==> src/hdl/b128e_pkg.sv <==
`timescale 1ns / 1ps

package b128e_pkg;

    localparam int GROUP_LEN = 7;
    localparam int SYM_W     = 7;

    localparam logic [2:0] LAST_FILL = 3'd6;
    localparam logic [2:0] LAST_SYM  = 3'd7;

    // escape codes for the unsafe symbols
    localparam logic [3:0] ESC_NUL   = 4'd0;
    localparam logic [3:0] ESC_CR    = 4'd1;
    localparam logic [3:0] ESC_LF    = 4'd2;
    localparam logic [3:0] ESC_DQUOT = 4'd3;
    localparam logic [3:0] ESC_QUOT  = 4'd4;
    localparam logic [3:0] ESC_BTICK = 4'd5;
    localparam logic [3:0] ESC_DOLL  = 4'd6;
    localparam logic [3:0] ESC_BSL   = 4'd7;
    localparam logic [3:0] ESC_AMP   = 4'd8;
    localparam logic [3:0] ESC_GT    = 4'd9;
    localparam logic [3:0] ESC_LT    = 4'd10;

    localparam logic [1:0] LEAD_TAG  = 2'b11;
    localparam logic [1:0] TRAIL_TAG = 2'b10;

    typedef struct packed {
        logic [7:0] data_byte;
        logic       byte_valid;
        logic       end_of_message;
    } t_in_beat;

    typedef struct packed {
        logic [7:0] out_byte;
        logic       run_last;
        logic       message_done;
    } t_out_beat;

    typedef enum logic [2:0] {
        ST_IDLE,
        ST_PAD,
        ST_GROUP,
        ST_TRAIL,
        ST_FLUSH,
        ST_FINISH
    } t_state;

    // controller -> datapath
    typedef struct packed {
        logic       accept;     // take input beat into the group
        logic       pad;        // pad the open group
        logic       push_sym;   // run one symbol through the hold stage
        logic       push_trail; // second byte of an escape pair
        logic       clear_fill; // group fully encoded
        logic       flush;      // send held symbol as plain byte
        logic       finish;     // release pending byte as last of the run
        logic       eom;        // run ends the message
        logic [2:0] sym_idx;    // symbol slot within the group
    } t_dp_cmd;

    // datapath -> controller
    typedef struct packed {
        logic [2:0] fill;
        logic       held_vld;
        logic       held_unsafe;
        logic       pend_vld;
        logic       can_out;
    } t_dp_sts;

    typedef struct packed {
        logic       unsafe;
        logic [3:0] code;
    } t_esc;

    function automatic t_esc esc_lookup(input logic [SYM_W-1:0] sym);
        t_esc r;
        r.unsafe = 1'b1;
        r.code   = ESC_NUL;
        unique case (sym)
            7'h00:   r.code = ESC_NUL;
            7'h0D:   r.code = ESC_CR;
            7'h0A:   r.code = ESC_LF;
            7'h22:   r.code = ESC_DQUOT;
            7'h27:   r.code = ESC_QUOT;
            7'h60:   r.code = ESC_BTICK;
            7'h24:   r.code = ESC_DOLL;
            7'h5C:   r.code = ESC_BSL;
            7'h26:   r.code = ESC_AMP;
            7'h3E:   r.code = ESC_GT;
            7'h3C:   r.code = ESC_LT;
            default: r.unsafe = 1'b0;
        endcase
        return r;
    endfunction

endpackage

==> src/hdl/base128_escaping_encoder.sv <==
// A beat that completes no group and ends no message is taken without output.
// A completed group runs eight symbols, plus a trail byte per escape pair, then a finish step;
// a message end adds a pad step, the pad group's symbols and a flush step before the finish.
// Input waits while a group is encoded. The hold stage moves one symbol per cycle when the
// output is not stalled, ahead of the single output register. Reset: synchronous, active
// low; clears the group fill, the hold stage and the output register.
`timescale 1ns / 1ps

module base128_escaping_encoder (
    input  logic                 i_clk,
    input  logic                 i_rst_n,
    input  logic                 i_in_valid,
    output logic                 o_in_ready,
    input  b128e_pkg::t_in_beat  i_in_beat,
    output logic                 o_out_valid,
    input  logic                 i_out_ready,
    output b128e_pkg::t_out_beat o_out_beat
);
    import b128e_pkg::*;

    t_dp_cmd cmd;
    t_dp_sts sts;

    // sequencing
    b128e_ctrl u_ctrl (
        .i_clk      (i_clk),
        .i_rst_n    (i_rst_n),
        .i_in_valid (i_in_valid),
        .i_in_beat  (i_in_beat),
        .o_in_ready (o_in_ready),
        .i_sts      (sts),
        .o_cmd      (cmd)
    );

    // group store, hold stage and output beat
    b128e_dp u_dp (
        .i_clk       (i_clk),
        .i_rst_n     (i_rst_n),
        .i_in_beat   (i_in_beat),
        .i_cmd       (cmd),
        .o_sts       (sts),
        .o_out_valid (o_out_valid),
        .i_out_ready (i_out_ready),
        .o_out_beat  (o_out_beat)
    );

endmodule

==> src/hdl/b128e_ctrl.sv <==
`timescale 1ns / 1ps

module b128e_ctrl (
    input  logic               i_clk,
    input  logic               i_rst_n,
    input  logic               i_in_valid,
    input  b128e_pkg::t_in_beat i_in_beat,
    output logic               o_in_ready,
    input  b128e_pkg::t_dp_sts i_sts,
    output b128e_pkg::t_dp_cmd o_cmd
);
    import b128e_pkg::*;

    t_state     r_state, n_state;
    logic [2:0] r_sym_idx, n_sym_idx;
    logic       r_eom, n_eom;
    logic       r_padded, n_padded;

    logic       last_sym;
    t_state     after_group;

    // state registers
    always_ff @(posedge i_clk) begin
        if (!i_rst_n) begin
            r_state   <= ST_IDLE;
            r_sym_idx <= '0;
            r_eom     <= 1'b0;
            r_padded  <= 1'b0;
        end else begin
            r_state   <= n_state;
            r_sym_idx <= n_sym_idx;
            r_eom     <= n_eom;
            r_padded  <= n_padded;
        end
    end

    // where to go once the eighth symbol is consumed
    assign last_sym = (r_sym_idx == LAST_SYM);
    always_comb begin
        if (r_padded) begin
            after_group = ST_FLUSH;
        end else if (r_eom) begin
            after_group = ST_PAD;
        end else begin
            after_group = ST_FINISH;
        end
    end

    // next state and commands
    always_comb begin
        n_state       = r_state;
        n_sym_idx     = r_sym_idx;
        n_eom         = r_eom;
        n_padded      = r_padded;
        o_cmd         = '0;
        o_cmd.sym_idx = r_sym_idx;
        o_cmd.eom     = r_eom;
        o_in_ready    = (r_state == ST_IDLE);

        unique case (r_state)
            ST_IDLE: begin
                if (i_in_valid) begin
                    o_cmd.accept = 1'b1;
                    n_eom        = i_in_beat.end_of_message;
                    n_padded     = 1'b0;
                    n_sym_idx    = '0;
                    if (i_in_beat.byte_valid && i_sts.fill == LAST_FILL) begin
                        n_state = ST_GROUP;
                    end else if (i_in_beat.end_of_message) begin
                        n_state = ST_PAD;
                    end else begin
                        n_state = ST_IDLE;
                    end
                end
            end
            ST_PAD: begin
                o_cmd.pad = 1'b1;
                n_padded  = 1'b1;
                n_sym_idx = '0;
                n_state   = ST_GROUP;
            end
            ST_GROUP: begin
                if (!i_sts.held_vld || i_sts.can_out) begin
                    o_cmd.push_sym = 1'b1;
                    if (i_sts.held_vld && i_sts.held_unsafe) begin
                        n_state = ST_TRAIL;
                    end else if (last_sym) begin
                        o_cmd.clear_fill = 1'b1;
                        n_sym_idx        = '0;
                        n_state          = after_group;
                    end else begin
                        n_sym_idx = r_sym_idx + 3'd1;
                    end
                end
            end
            ST_TRAIL: begin
                if (i_sts.can_out) begin
                    o_cmd.push_trail = 1'b1;
                    if (last_sym) begin
                        o_cmd.clear_fill = 1'b1;
                        n_sym_idx        = '0;
                        n_state          = after_group;
                    end else begin
                        n_sym_idx = r_sym_idx + 3'd1;
                        n_state   = ST_GROUP;
                    end
                end
            end
            ST_FLUSH: begin
                if (!i_sts.held_vld) begin
                    n_state = ST_FINISH;
                end else if (i_sts.can_out) begin
                    o_cmd.flush = 1'b1;
                    n_state     = ST_FINISH;
                end
            end
            ST_FINISH: begin
                if (!i_sts.pend_vld || i_sts.can_out) begin
                    o_cmd.finish = 1'b1;
                    n_state      = ST_IDLE;
                end
            end
            default: begin
                n_state = ST_IDLE;
            end
        endcase
    end

endmodule

==> src/hdl/b128e_dp.sv <==
`timescale 1ns / 1ps

module b128e_dp (
    input  logic                i_clk,
    input  logic                i_rst_n,
    input  b128e_pkg::t_in_beat  i_in_beat,
    input  b128e_pkg::t_dp_cmd   i_cmd,
    output b128e_pkg::t_dp_sts   o_sts,
    output logic                o_out_valid,
    input  logic                i_out_ready,
    output b128e_pkg::t_out_beat o_out_beat
);
    import b128e_pkg::*;

    logic [7:0]       r_store [GROUP_LEN];
    logic [2:0]       r_fill;
    logic [SYM_W-1:0] r_held;
    logic             r_held_vld;
    logic [7:0]       r_pend;
    logic             r_pend_vld;
    t_out_beat        r_out;
    logic             r_out_vld;

    logic [55:0]      cat;
    logic [SYM_W-1:0] sym;
    t_esc             held_esc;
    logic [2:0]       pad_cnt;
    logic             emit_en;
    logic [7:0]       emit_byte;
    logic             can_out;
    logic             out_load;

    // symbol select, MSB first over the 56-bit group
    assign cat = {r_store[0], r_store[1], r_store[2], r_store[3],
                  r_store[4], r_store[5], r_store[6]};
    always_comb begin
        unique case (i_cmd.sym_idx)
            3'd0: sym = cat[55:49];
            3'd1: sym = cat[48:42];
            3'd2: sym = cat[41:35];
            3'd3: sym = cat[34:28];
            3'd4: sym = cat[27:21];
            3'd5: sym = cat[20:14];
            3'd6: sym = cat[13:7];
            3'd7: sym = cat[6:0];
            default: sym = cat[6:0];
        endcase
    end

    assign held_esc = esc_lookup(r_held);
    assign pad_cnt  = 3'd7 - r_fill;
    assign can_out  = !r_out_vld || i_out_ready;

    // byte produced this cycle, if any
    always_comb begin
        emit_en   = 1'b0;
        emit_byte = {1'b0, r_held};
        if (i_cmd.push_sym && r_held_vld) begin
            emit_en = 1'b1;
            if (held_esc.unsafe) begin
                emit_byte = {LEAD_TAG, 1'b0, held_esc.code, sym[6]};
            end
        end else if (i_cmd.push_trail) begin
            emit_en   = 1'b1;
            emit_byte = {TRAIL_TAG, sym[5:0]};
        end else if (i_cmd.flush) begin
            emit_en = 1'b1;
        end
    end

    // output register takes the pending byte on a new emit or at run end
    assign out_load = r_pend_vld && (emit_en || i_cmd.finish);

    // group store: no reset, every entry written before it is read
    always_ff @(posedge i_clk) begin
        if (i_cmd.accept && i_in_beat.byte_valid) begin
            r_store[r_fill] <= i_in_beat.data_byte;
        end else if (i_cmd.pad) begin
            for (int i = 0; i < GROUP_LEN; i++) begin
                if (3'(i) >= r_fill) begin
                    r_store[i] <= {5'd0, pad_cnt};
                end
            end
        end
    end

    // fill count
    always_ff @(posedge i_clk) begin
        if (!i_rst_n) begin
            r_fill <= '0;
        end else if (i_cmd.clear_fill) begin
            r_fill <= '0;
        end else if (i_cmd.accept && i_in_beat.byte_valid) begin
            r_fill <= r_fill + 3'd1;
        end
    end

    // hold stage
    always_ff @(posedge i_clk) begin
        if (!i_rst_n) begin
            r_held_vld <= 1'b0;
            r_held     <= '0;
        end else if (i_cmd.push_sym) begin
            if (!(r_held_vld && held_esc.unsafe)) begin
                r_held     <= sym;
                r_held_vld <= 1'b1;
            end
        end else if (i_cmd.push_trail || i_cmd.flush) begin
            r_held_vld <= 1'b0;
        end
    end

    // pending byte and output register; pending waits to learn if it ends the run
    always_ff @(posedge i_clk) begin
        if (!i_rst_n) begin
            r_pend_vld <= 1'b0;
            r_out_vld  <= 1'b0;
        end else begin
            if (out_load) begin
                r_out_vld <= 1'b1;
            end else if (r_out_vld && i_out_ready) begin
                r_out_vld <= 1'b0;
            end
            if (emit_en) begin
                if (r_pend_vld) begin
                    r_out <= '{out_byte: r_pend, run_last: 1'b0, message_done: 1'b0};
                end
                r_pend     <= emit_byte;
                r_pend_vld <= 1'b1;
            end else if (i_cmd.finish && r_pend_vld) begin
                r_out      <= '{out_byte: r_pend, run_last: 1'b1,
                                message_done: i_cmd.eom};
                r_pend_vld <= 1'b0;
            end
        end
    end

    assign o_sts.fill        = r_fill;
    assign o_sts.held_vld    = r_held_vld;
    assign o_sts.held_unsafe = held_esc.unsafe;
    assign o_sts.pend_vld    = r_pend_vld;
    assign o_sts.can_out     = can_out;

    assign o_out_valid = r_out_vld;
    assign o_out_beat  = r_out;

endmodule

==> config.mk <==
export PLATFORM = sky130hd
export DESIGN_NAME = base128_escaping_encoder
export DESIGN_NICKNAME = d
export VERILOG_FILES = /design/src/hdl/b128e_pkg.sv /design/src/hdl/base128_escaping_encoder.sv /design/src/hdl/b128e_ctrl.sv /design/src/hdl/b128e_dp.sv
export SDC_FILE = /design/constraint.sdc
export NUM_CORES = 1
export LEC_CHECK = 0
export BUFFER_PORTS_ARGS = -buffer_cell sky130_fd_sc_hd__buf_2
export CORE_MARGIN = 3
export CORE_UTILIZATION = 40
export DETAILED_ROUTE_END_ITERATION = 10
export SLEW_MARGIN = 30
export SYNTH_ARGS = -nofsm -noshare
export SYNTH_HDL_FRONTEND = slang
export SYNTH_SLANG_ARGS = --single-unit
export TNS_END_PERCENT = 20
==> constraint.sdc <==
create_clock -name i_clk -period 6.85 [get_ports i_clk]
set_input_delay 0.685 -clock i_clk [delete_from_list [all_inputs] [get_ports i_clk]]
set_output_delay 0.685 -clock i_clk [all_outputs]
set_load 0.005 [all_outputs]
==> results of run 1 <==
## cells in the final DEF, fill, tap and decap left out, types with 5 or more instances in the layout
cell type,netlist,routed
nand3_1,24,24
o21ai_0,12,12
a31oi_1,6,6
a22oi_1,5,5
inv_1,24,24
mux2i_1,20,20
dfxtp_1,51,51
a221oi_1,11,11
ha_1,9,9
and3_1,5,5
o21ai_1,16,16
nor3_1,11,11
nand2_1,46,46
nor2_1,46,46
nand2b_1,9,9
a21oi_1,27,26
a21o_1,7,7
o22ai_1,6,6
a222oi_1,6,6
a221o_1,6,6
clkbuf_16,0,9
edfxtp_1,44,44
buf_2,7,25
o2bb2ai_1,5,5
## layout make-up
| cell class | instances | area [um2] |
|---|---|---|
| Sequential cell | 95 | 2342 |
| Multi-Input combinational cell | 335 | 2165 |
| Clock inverter | 6 | 50.05 |
| Clock buffer | 10 | 229.0 |
| Tap cell | 143 | 178.9 |
| Fill cell | 1077 | 6280 |
| Inverter | 24 | 90.09 |
| Timing Repair Buffer | 26 | 132.6 |
## worst paths after layout
kind / start / endpoint / slack [ps] / depth (start not counted)
max: u_ctrl.r_sym_idx[2] / u_dp.r_pend[1] / 4100 / 8
min: u_dp.r_pend[4] / u_dp.o_out_beat[6] / 420 / 0
max reg2reg: u_ctrl.r_sym_idx[2] / u_dp.r_pend[1] / 4100 / 8
min reg2reg: u_dp.r_pend[4] / u_dp.o_out_beat[6] / 420 / 0
## report_power, final
| part | total, W | switching, W | internal (W) |
|---|---|---|---|
| registers | 0.000754 | 0.0000658 | 0.000688 |
| logic | 0.000319 | 0.000208 | 0.000112 |
| clock network | 0.000478 | 0.000226 | 0.000252 |
## stage by stage
step | total power [W] | hold slack [ps]
after floorplan | 0.0009829 | 400.3
after global placement | 0.001078 | 403.3
after detailed placement | 0.001081 | 404.5
after CTS | 0.001557 | 417.0
after global routing | 0.001625 | 418.8
final | 0.001551 | 416.0
## worst max-delay path, stage by stage, from the launching register on
cell and delay [ps]:
dfxtp_1 750, inv_1 100, ha_1 320, a22oi_1 270, nand2_1 90, a221oi_1 370, a21oi_1 170, and2_1 190
a221o_1 250
## synthesized netlist by cell type, types with 2 or more instances
cell type   n  share of area [%]
a21o_1      7                1.1
a21oi_1    27                2.9
a221o_1     6                1.3
a221oi_1   11                2.0
a222oi_1    6                1.3
a22oi_1     5               0.79
a31oi_1     6               0.79
and2_1      3               0.40
and3_1      5               0.66
buf_2       7               0.74
clkbuf_1   24                1.9
dfxtp_1    51                 22
edfxtp_1   44                 28
ha_1        9                2.4
inv_1      24                1.9
mux2_1      2               0.48
mux2_2      2               0.48
mux2i_1    20                4.2
nand2_1    46                3.7
nand2b_1    9                1.2
nand3_1    24                2.5
nor2_1     46                3.7
nor2b_1     3               0.40
nor3_1     11                1.2
nor4bb_1    2               0.42
o2111ai_1   2               0.37
o21ai_0    12                1.3
o21ai_1    16                1.7
o221ai_1    2               0.37
o22ai_1     6               0.79
o2bb2ai_1   5               0.93
o31a_1      2               0.37
or2_1       2               0.26
xnor2_1     2               0.37
xor2_1      3               0.56
## state kept, by name (all words and copies together), names as in the netlist, 3 cells and up
name and flops:
u_dp.r_pend 8, u_dp.r_held 7, u_dp.r_fill 3, u_ctrl.r_sym_idx 3, u_dp.o_out_beat 10, u_dp.r_store 56
u_ctrl.r_state 3
## per-layer routing
layer | GRT usage, % | up-vias | part of all wire [%] | routed length, um
li1 | - | 1806 | - | -
met2 | 26.23 | 139 | 45 | 5069
met1 | 25.34 | 1766 | 47 | 5377
met5 | 0 | - | 0 | 0
met4 | 4.851 | 0 | 1.3 | 153
met3 | 4.526 | 10 | 7.0 | 792
## logic make-up (layout without fill, tap and decap cells)
kind of cell             count (synthesis)  in the layout  share of synthesized area, %
AND/OR/NAND/NOR                        170            170                         17.96
AO/OA/AOI/OAI                          127            127                         19.23
flip-flops                              95             95                         49.52
buffers and inverters                   57             66                         4.788
multiplexers                            24             24                         5.185
adder cells (fa/ha/maj)                  9              9                         2.381
XOR/XNOR                                 5              5                        0.9261
==> metrics.md, run 1 <==
| Metric | Value |
|---|---|
| FFs w/ async S/R, synth | `0%` |
| Max-cap violations | `0` |
| CP Max Fanout | `19` |
| Post-route cell area | `0.005187 mm2` |
| Clock transition at path regs | `70 ps` |
| Number of placed I/O pins | `26` |
| Post-synth top flop | `dfxtp_1` |
| Global-route wire length before repair | `18.12 mm` |
| Avg Cell Area, Syn | `9.712 um2` |
| WP data arrival | `2850 ps` |
| CP required | `6950 ps` |
| Post-synth EDFFs | `44` |
| Minimum clock period | `2752 ps` |
| Final Setup Violations | `0` |
| Aggregate global routing overflow | `0` |
| FP Rows | `39` |
| Number of iterations in the first detailed-routing pass | `6` |
| Setup Skew | `7.783 ps` |
| Post-CTS sizing | `0` |
| Placed cell area | `0.004905 mm2` |
| Area Overhead vs Synth | `9.683%` |
| Synthesized flop and latch total | `95` |
| Final hold violations | `0` |
| Die area | `0.01316 mm2` |
| RSZ-0062 raised after global routing | `false` |
| Initial antenna violation count | `0` |
| Placed Cells incl. Taps | `623` |
| Routed WL | `11.39 mm` |
| Pins Over Slew Limit | `0` |
| # clock sinks | `95` |
| CTS tree | `built` |
| Root buf cell | `clkbuf_16` |
| Die width | `114.7 um` |
| Skew-Pair Late Insertion Delay | `350 ps` |
| DRT antenna net count | `0` |
| Crit start category | `flip-flop` |
| Hold Crit Class | `flip-flop to flip-flop` |
| Port bufs | `25` |
| Die Y | `114.7 um` |
| H-Tree Depth | `3` |
| # hold bufs at CTS | `0` |
| Starting DRT DRC Count | `360` |
| Post-layout util | `45.24%` |
| Fmax | `363.4 MHz` |
| Initial Util | `41.24%` |
| Setup ws final | `4098 ps` |
| Crit path capture type | `flip-flop` |
| Leak | `2.026 nW` |
| Gpl congestion | `0.8600` |
| Inserted Clock Buffers | `9` |
| Post-synthesis cell area | `0.004730 mm2` |
| Least-Margin Pin Slew | `813.1 ps` |
| Vias per cell | `5.823` |
| Drt wl/cell | `17.83 um` |
| Maximum vdd drop | `0.1531 mV` |
| Register area share after synthesis | `49.52%` |
| Ys Warns | `0` |
| Number of global-route vias before repair | `3361` |
| Sum Neg Setup Slack | `0 ps` |
| DP Worst Slack | `4177 ps` |
| GR Util All Layers | `17.55%` |
| DRC errors left | `0` |
| Final cell count without fillers | `639` |
| Antenna fix cells | `0` |
| Rel. slew slack | `45.80%` |
| Layout cells sized above 1 | `11.69%` |
| Syn_nets | `510` |
| Pwr per Cell Area | `299.1 mW/mm2` |
| Post-synth cell types | `70` |
| Mapped Cells | `487` |
| Final worst path period share | `40.17%` |
| Clock buffer depth | `2` |
| Post-DP HPWL | `8.345 mm` |
| Via count | `3721` |
| Outcome | `completed` |
| Largest net degree at the start of global routing | `22` |
| Kind of critical path | `flip-flop to flip-flop` |
| Core ar. | `0.01147 mm2` |
| Setup bufs post-CTS | `0` |
| NumNets Final | `514` |
Note: power is estimated with default switching activity, not from simulation.
==> inputs of run 2 (changes only) <==
==> constraint.sdc (replaced) <==
create_clock -name i_clk -period 2.7 [get_ports i_clk]
set_input_delay 0.27 -clock i_clk [delete_from_list [all_inputs] [get_ports i_clk]]
set_output_delay 0.27 -clock i_clk [all_outputs]
set_load 0.005 [all_outputs]
==> run 2 against run 1 <==
Count of clock-buffer cells in the layout did not move. Critical path type unchanged. Sequential share of layout area fell by 1.2 points. Die area did not move. Critical endpoint is now u_dp.r_pend[2]. Sequential cell count did not move. Largest cell class unchanged. Routed wire length rose by 2.5%.
==> metrics.md, run 2 (synthesized netlist as in run 1, its figures left out) <==
| Metric | Value |
|---|---|
| CP top delay family | `compound AO/OA/AOI/OAI gates` |
| Outcome | `completed` |
| Layout cells sized above 1 | `14.12%` |
| Number of iterations in the first detailed-routing pass | `7` |
| CTS tree | `built` |
| Largest net degree at the start of global routing | `20` |
| Hold Crit Class | `primary input to flip-flop` |
| Max-cap violations | `0` |
| Commonest non-fill, non-tap cell in the layout | `dfxtp_1` |
| Final hold violations | `0` |
| Pwr per Cell Area | `766.1 mW/mm2` |
| Number of global-route vias before repair | `3477` |
| Setup bufs post-CTS | `0` |
| Fmax | `396.7 MHz` |
| Slowest cell on crit path | `dfxtp_1` |
| Minimum clock period | `2521 ps` |
| Maximum vdd drop | `0.4005 mV` |
| Clock transition at path regs | `70 ps` |
| GR Util All Layers | `18.18%` |
| NumNets Final | `528` |
| Routed WL | `11.67 mm` |
| Via count | `3799` |
| Reg2reg path depth | `6` |
| Final worst path period share | `93.36%` |
| Hold Startpoint | `i_in_beat[0]` |
| Inserted Clock Buffers | `9` |
| DRC errors left | `0` |
| Crit path capture type | `flip-flop` |
| H-Tree Depth | `3` |
| FP Rows | `39` |
| Fillers | `1064` |
| Post-route cell area | `0.005324 mm2` |
| Reg2reg start | `u_dp.r_held[3]` |
| DRT antenna net count | `0` |
| Initial antenna violation count | `0` |
| Final Setup Violations | `0` |
| CP required | `2790 ps` |
| Initial Util | `41.24%` |
| Global-route wire length before repair | `18.75 mm` |
| CP Max Fanout | `14` |
| Post-DP HPWL | `8.581 mm` |
| Gpl congestion | `0.9112` |
| CP cell instances | `nor4bb_1 > a32oi_1 > a221o_1 > nand2_2 > a21oi_2 > a221o_1` |
| Vias per cell | `5.818` |
| Placed cell area | `0.005010 mm2` |
| Pwr Total | `0.004079 W` |
| Max FFs per register | `56` |
| Number of placed I/O pins | `26` |
| Rel. slew slack | `57.32%` |
| Sum Neg Setup Slack | `0 ps` |
| Core ar. | `0.01147 mm2` |
| Drt wl/cell | `17.88 um` |
| Antenna fix cells | `0` |
| # hold bufs at CTS | `0` |
| WP data arrival | `2610 ps` |
| # clock sinks | `95` |
| Hold endpoint | `u_ctrl.r_eom` |
| Area Overhead vs Synth | `12.57%` |
| RSZ-0062 raised after global routing | `false` |
| Aggregate global routing overflow | `0` |
| Root buf cell | `clkbuf_16` |
| Setup Skew | `10.02 ps` |
| Largest Register | `u_dp.r_store` |
| Crit start category | `flip-flop` |
| Least-Margin Pin Slew | `638.9 ps` |
| Die width | `114.7 um` |
| Worst hold stages | `3` |
| Post-CTS sizing | `0` |
| Leak | `2.110 nW` |
| CP peak stage delay | `580 ps` |
| Pins Over Slew Limit | `0` |
| CP bufs+invs | `0` |
| Kind of critical path | `flip-flop to flip-flop` |
| Die area | `0.01316 mm2` |
| Hold Slack | `192.6 ps` |
| Skew-Pair Late Insertion Delay | `350 ps` |
| Starting DRT DRC Count | `294` |
| Clock buffer depth | `2` |
| CP most frequent cell | `a221o_1` |
| Port bufs | `25` |
| Commonest non-fill, non-tap cells in the layout | `dfxtp_1, nand2_1, nor2_1` |
| Die Y | `114.7 um` |
| Worst R2R Setup Slack | `180 ps` |
| R2r endpoint | `u_dp.r_pend[2]` |
-- run 2: cell count changes in the layout (fill, tap and decap cells not counted), sizes merged --
cell | previous run | this run
buf | 26 | 40
bufinv | 0 | 1
inv | 28 | 27
-- run 2: worst reg2reg max path: stages, from the launching register on --
cell      delay [ps]
dfxtp_1          580
nor4bb_1         430
a32oi_1           90
a221o_1          500
nand2_2          170
a21oi_2          120
a221o_1          390
-- run 2: report_power, final --
group          leakage [nW]  switching, W  internal, W  total (W)
registers             0.834      0.000151      0.00174    0.00190
clock network         0.152      0.000573     0.000758    0.00133
logic                  1.12      0.000544     0.000308   0.000852
total                  2.11       0.00127      0.00281    0.00408
-- run 2: area by class of cell --
class,instances,area [um2],area share [%]
sequential,95,2342,44.00
multi-input combinational,335,2161,40.59
clock buffer,10,239.0,4.489
timing repair buffer,40,237.7,4.465
tap,143,178.9,3.361
inverter,24,90.09,1.692
clock inverter,6,75.07,1.410
-- run 2: per-layer routing --
layer	global-route usage, %	vias to the layer above	routed length [um]
li1	-	1843	-
met1	26.90	1796	5613
met2	26.81	137	5098
met3	3.632	23	701
met4	5.790	0	260
met5	0	-	0
-- run 2: worst max path at each step --
stage | slack [ps] | startpoint | cells past startpoint | end
3_3_place_gp | 340 | u_dp.r_held[3] | 6 | u_dp.r_pend[1]
4_1_cts | 220 | u_dp.r_held[3] | 6 | u_dp.r_pend[2]
3_5_place_dp | 240 | u_dp.r_held[3] | 6 | u_dp.r_pend[2]
2_1_floorplan | 190 | u_ctrl.r_sym_idx[2] | 11 | u_dp.r_pend[0]
5_1_grt | 60 | u_dp.r_held[3] | 6 | u_dp.r_pend[2]
6_report | 180 | u_dp.r_held[3] | 6 | u_dp.r_pend[2]
-- run 2: through the flow --
stage / instances / setup WS [ps] / util [%]
finish: 653 / 179.2 / 46.43
floorplan: 487 / 187.0 / -
CTS: 653 / 217.5 / 46.43
detailed placement: 637 / 237.5 / 43.69
global route: 653 / 61.37 / 46.43
global placement: 637 / 338.2 / 43.69
